[config.mk]
export PLATFORM = sky130hd
export DESIGN_NAME = pwts_div
export DESIGN_NICKNAME = d
export VERILOG_FILES = /design/src/hdl/pwts_pkg.sv /design/src/hdl/pwts_div.sv
export SDC_FILE = /design/constraint.sdc
export NUM_CORES = 2
export LEC_CHECK = 0
export BUFFER_PORTS_ARGS = -buffer_cell sky130_fd_sc_hd__buf_2
export CAP_MARGIN = 30
export CORE_MARGIN = 1.5
export CORE_UTILIZATION = 30
export DETAILED_ROUTE_END_ITERATION = 10
export PLACE_DENSITY = 0.52
export SETUP_SLACK_MARGIN = 0.2
export SYNTH_ARGS = -nofsm -noshare
export SYNTH_HDL_FRONTEND = slang
export SYNTH_SLANG_ARGS = --single-unit
[constraint.sdc]
create_clock -name clk_i -period 7.5 [get_ports clk_i]
set_clock_uncertainty 0.05 [all_clocks]
set_input_delay 1.5 -clock clk_i [delete_from_list [all_inputs] [get_ports clk_i]]
set_output_delay 1.5 -clock clk_i [all_outputs]
set_load 0.05 [all_outputs]
[src/hdl/pwts_pkg.sv]
// Package for the perspective world-to-screen block: widths, register
// indexes and pipeline depths. No dependencies.
`default_nettype none
package pwts_pkg;
  localparam int FRAC_BITS = 16;
  localparam int COORD_W   = 32;
  localparam int PROD_W    = 2 * COORD_W - FRAC_BITS;
  localparam int CLIP_W    = PROD_W + 1;
  localparam int SCR_W     = 14;
  localparam int A_W       = CLIP_W + SCR_W;
  localparam int WD_W      = CLIP_W - 1;
  localparam int Q_W       = 18;
  localparam int CMP_W     = WD_W + Q_W;
  localparam int DIV_ST    = Q_W + 1;
  localparam int N_ST      = DIV_ST + 4;
  localparam int PIX_W     = 16;
  localparam int NEAR_THR  = (1 << FRAC_BITS) / 1000;
  localparam int N_COEF    = 6;
  localparam int CFG_IDX_W = 4;
  localparam logic [SCR_W-1:0] WIDTH_RST  = SCR_W'(1920);
  localparam logic [SCR_W-1:0] HEIGHT_RST = SCR_W'(1080);

  typedef enum logic [CFG_IDX_W-1:0] {
    REG_X_AB   = 4'd0,
    REG_X_CD   = 4'd1,
    REG_Y_AB   = 4'd2,
    REG_Y_CD   = 4'd3,
    REG_W_AB   = 4'd4,
    REG_W_CD   = 4'd5,
    REG_WIDTH  = 4'd6,
    REG_HEIGHT = 4'd7
  } cfg_idx_e;

  typedef logic [63:0] coef_t [N_COEF];
endpackage
`default_nettype wire

[src/hdl/pwts_div.sv]
// Pipelined restoring divider: overflow check, then one quotient bit per
// stage. Uses pwts_pkg.
`default_nettype none
module pwts_div (
  input  wire logic                         clk_i,
  input  wire logic [pwts_pkg::DIV_ST-1:0]  en_i,
  input  wire logic [pwts_pkg::A_W-1:0]     num_i,
  input  wire logic [pwts_pkg::WD_W-1:0]    den_i,
  input  wire logic                         neg_i,
  output logic [pwts_pkg::Q_W-1:0]          quo_o,
  output logic                              rem_nz_o,
  output logic                              ovf_o,
  output logic                              neg_o
);
  import pwts_pkg::*;

  logic [A_W-1:0]  rem_q [DIV_ST];
  logic [Q_W-1:0]  quo_q [DIV_ST];
  logic [WD_W-1:0] den_q [DIV_ST];
  logic            ovf_q [DIV_ST];
  logic            neg_q [DIV_ST];

  always_ff @(posedge clk_i) begin
    if (en_i[0]) begin
      rem_q[0] <= num_i;
      quo_q[0] <= '0;
      den_q[0] <= den_i;
      neg_q[0] <= neg_i;
      ovf_q[0] <= CMP_W'(num_i) >= (CMP_W'(den_i) << Q_W);
    end
  end

  for (genvar j = 1; j < DIV_ST; j++) begin : g_bit
    logic [CMP_W-1:0] shd;
    logic             take;
    assign shd  = CMP_W'(den_q[j-1]) << (Q_W - j);
    assign take = CMP_W'(rem_q[j-1]) >= shd;
    always_ff @(posedge clk_i) begin
      if (en_i[j]) begin
        rem_q[j] <= take ? A_W'(CMP_W'(rem_q[j-1]) - shd) : rem_q[j-1];
        quo_q[j] <= quo_q[j-1] | (Q_W'(take) << (Q_W - j));
        den_q[j] <= den_q[j-1];
        ovf_q[j] <= ovf_q[j-1];
        neg_q[j] <= neg_q[j-1];
      end
    end
  end

  assign quo_o    = quo_q[DIV_ST-1];
  assign rem_nz_o = |rem_q[DIV_ST-1];
  assign ovf_o    = ovf_q[DIV_ST-1];
  assign neg_o    = neg_q[DIV_ST-1];
endmodule
`default_nettype wire

==> results.md <==
* Outcome: complete, no violations
* Wire length of the first global-routing pass at between 500 and 600 mm
* Number of nets in the final layout at 13621
* Nature of the critical path startpoint: flop
* Net switching power at ~21 mW
* Detailed Route WL at between 300 and 400 mm
* Core Footprint at 438000 sq um
* CP max FO at 84
* Die Span Y at about 670 microns
* Number of port buffers at roughly 150
* Startpoint of the most critical register-to-register path: den_q[2][0]$_DFFE_PP_
* Cell with the largest stage delay on the worst path: nor4b_1
* Worst EP required at between 8000 and 9000 ps
* Share of the clock period used by the worst path after layout at between 60% and 70%
* Max Freq at 191 MHz
* Setup TNS Final at 0 ps
* Most used flip-flop cell after synthesis: edfxtp_1
* PD cells at just under 400 nW/um^2
* RSZ-0062 raised after global routing: no
* Placed instance count at 18176
* Initial Utilization at ~30%
* Logic gate share of total power at between 40% and 50%
* Vias after detailed routing at 89878
* Synth async-reset ratio at 0%
* Last weighted congestion value of the routability-driven placer at about 0.95
* Maximum number of pins on one net before global-route repair at around 120
* Finished Cell Area at between 100000 and 150000 sq um
* Category of the most critical setup path: reg -> reg
* Setup violations, final at 0
* Sequential fraction of design power at between 30% and 40%
* DR DRC count at 0
* Worst Hold Endpoint: quo_q[17][9]$_DFFE_PP_
* Worst slack at placement at 2320 ps
* Number of antenna violations at the first check in global routing at 7
* Critical hold path startpoint: quo_q[16][9]$_DFFE_PP_
* Cell type contributing the most total cell area after synthesis: edfxtp_1
* Register-to-Register Setup Slack at about 2300 ps
* Sum of net half-perimeters after detailed placement at ~260 mm
* Cells along the critical path: ha_1, inv_1, fa_1, a211oi_1, o21ai_0, a211oi_1, nor4b_1, o21ai_0, o31ai_1, o21ai_0, o21ai_4, buf_12, mux2_2
* Num Clock Sinks at approximately 2300
* Total placed instance area at 140000 sq um
* GRT Overall Usage at 14.0%
* Worst max-slew margin expressed relative to the limit at about 30%
* LEAKAGE at 58.2 nW
* Gate family responsible for the most delay along the worst path: compound AO/OA/AOI/OAI gates
* # fillers at about 44000
* DIE WIDTH at between 600 and 700 microns
* DRC marker count from the first detailed-route iteration at 5000
* Number of warnings issued by yosys at 0
* CTS H-tree lvls at 5
* CTS tree: done
* Post-route core utilization at 33.7%
* Pint at about 36 mW
* Largest cells by area after synthesis: edfxtp_1 (52%), ha_1 (8.6%), a21oi_1 (4.9%)
* Gate count after technology mapping at about 13000
* Mapped Area at 132000 sq um
* Hold Fails Final Rpt at 0
* Number of buffer and inverter stages on the critical path at 2
* Pre-antenna DRT Iters at 5
* Rows at approximately 240
* Most prevalent standard cell on the critical path: o21ai_0
* Cell chosen for the clock root: clkbuf_16
* Post-layout worst setup margin at roughly 2300 ps
* Top post-synthesis cells by count: edfxtp_1 (2270), a21oi_1 (1308), inv_1 (1138)
* Maximum clock path buffer count at 4
* Number of gates given a new drive strength after cts at 0
* Antenna Violating Nets Remaining at 0
* Sort of element at the end of the critical path: flop
* Clk_lat worst skew at 880 ps
* Per-instance average area after synthesis at approximately 11 sq um
* Synth Net Count at between 10000 and 15000
* Depth of the most critical reg-to-reg path at 13
* Cell with the most instances after synthesis: edfxtp_1
* Synthesis-stage register bit count at between 2000 and 2500
* Clock-pin slew of the registers on the worst-case setup and hold paths at about 60 ps
* Fraction of layout instances using a drive strength above 1 at 6.85%
* Layout Area Growth over Synthesis at 11.8%
* VDD IR max at about 0.18 mV
* Overflow after GRT at 0
* Via count of the first global-routing pass at ~91000
* Overall die area at roughly 450000 sq um
* Data arrival at the endpoint of the critical path at 5790 ps
* Max incr delay on CP at roughly 680 ps
* Hold Path Class: reg -> reg
* Clock share of power at 21.9%
* Average wire length per cell after detail routing at 17.3 microns
* Routed vias/inst at roughly 4.8
* Top-level I/O count at about 150
* Cell depth of the worst min-delay path at 0
* RR Endpoint: rem_q[3][25]$_DFFE_PP_
* Count of cell types in the netlist at 98
* Number of buffers added for setup after CTS at 0
* Sequential cell area fraction in the yosys report at 51.5%
* Pin slew with the least headroom to its limit at 1040 ps
* Min Tclk post-route at 5240 ps
* Number of non-filler instances in the completed layout at approximately 19000
* Top cell type's share of synthesized area at just over 50%
* Count of maximum capacitance violations at 0
* Number of hold buffers added after cts at 0
* CTS buffer count at 266
* Switching fraction of total power at 37.2%
* Final-report max-slew violation count at 0
* Count of flip-flops with a built-in enable after synthesis at around 2300
* Worst setup path start: den_q[2][0]$_DFFE_PP_
-- final cells by class --
type / instances / area (sq um) / share of cell area (%)
Tap cell: 5880 / 7360 / 4.97
Timing Repair Buffer: 228 / 1540 / 1.04
Antenna cell: 5 / 12.5 / 0.00846
Clock buffer: 324 / 7070 / 4.78
Clock inverter: 130 / 1190 / 0.804
Multi-Input combinational cell: 8657 / 58300 / 39.4
Sequential cell: 2270 / 68200 / 46.1
Inverter: 1141 / 4280 / 2.90
-- routing by layer --
layer	vias up	part of all wire (%)	global-route usage, %	routed length, microns
li1	45997	-	-	-
met1	41488	41	15.4	132000
met2	1646	50	25.9	161000
met3	743	2.6	1.50	8420
met4	4	6.8	8.66	22000
met5	-	0.0084	0	27
-- placed cells by master, fill, tap and decap left out, types with 34 or more instances in the layout --
cell / n
a211oi_1: 87
a21o_1: 529
a21oi_1: 1307
a31oi_1: 106
and2_1: 45
and3_1: 92
buf_2: 135
buf_4: 76
clkbuf_1: 49
clkbuf_16: 275
clkinv_1: 50
clkinv_2: 37
edfxtp_1: 2270
ha_1: 907
inv_1: 1138
mux2_2: 179
nand2_1: 928
nand2b_1: 110
nand3_1: 209
nand4_1: 259
nor2_1: 856
nor2b_1: 104
nor3_1: 159
nor4_1: 121
o211ai_1: 34
o21a_1: 124
o21ai_0: 800
o21bai_1: 143
o31ai_1: 62
or3_1: 46
or4_1: 36
xnor2_1: 500
xor2_1: 393
-- cells by family after synthesis --
group | share of synthesized area [%]
and+or+nand+nor | 11.2
adders and majority gates | 8.85
AOI/OAI and AO/OA | 16.3
xor gates and xnor gates | 5.91
buffers and inverters | 4.57
DFF | 51.5
muxes | 1.58
-- stage by stage --
step / power (mW) / hold WS, ps
finish: 56.9 / 360
global route: 60.8 / 355
CTS: 57.3 / 352
detailed placement: 44.5 / 355
global placement: 44.6 / 353
floorplan: 38.0 / 350
-- worst reg2reg max path, cell delays in order (launching register included) --
cell      delay (ps)
edfxtp_1         400
ha_1             230
inv_1             70
fa_1             230
a211oi_1         110
o21ai_0          490
a211oi_1         270
nor4b_1          680
o21ai_0          410
o31ai_1          590
o21ai_0          390
o21ai_4          260
buf_12           310
mux2_2           490
-- worst max path at each step --
stage | cells after the start | to
after floorplan | 17 | rem_q[1][55]$_DFFE_PP_
after global placement | 13 | rem_q[3][16]$_DFFE_PP_
after detailed placement | 13 | rem_q[3][25]$_DFFE_PP_
after CTS | 13 | rem_q[3][25]$_DFFE_PP_
after global routing | 16 | rem_q[1][28]$_DFFE_PP_
final | 13 | rem_q[3][25]$_DFFE_PP_
-- sequential cells by signal (all words and copies together), names as in the netlist --
name and flops:
quo_q 171, neg_q 19, den_q 864, rem_q 1197
ovf_q 19
-- power groups by stage --
stage	Combinational, mW	Sequential (mW)	Clock [mW]
after floorplan	18.5	19.5	0
after global placement	24.2	20.4	0
after detailed placement	24.2	20.4	0
after CTS	24.3	20.1	12.9
after global routing	27.1	20.5	13.3
final	24.3	20.1	12.5
Power figures use the tool's default switching activity.
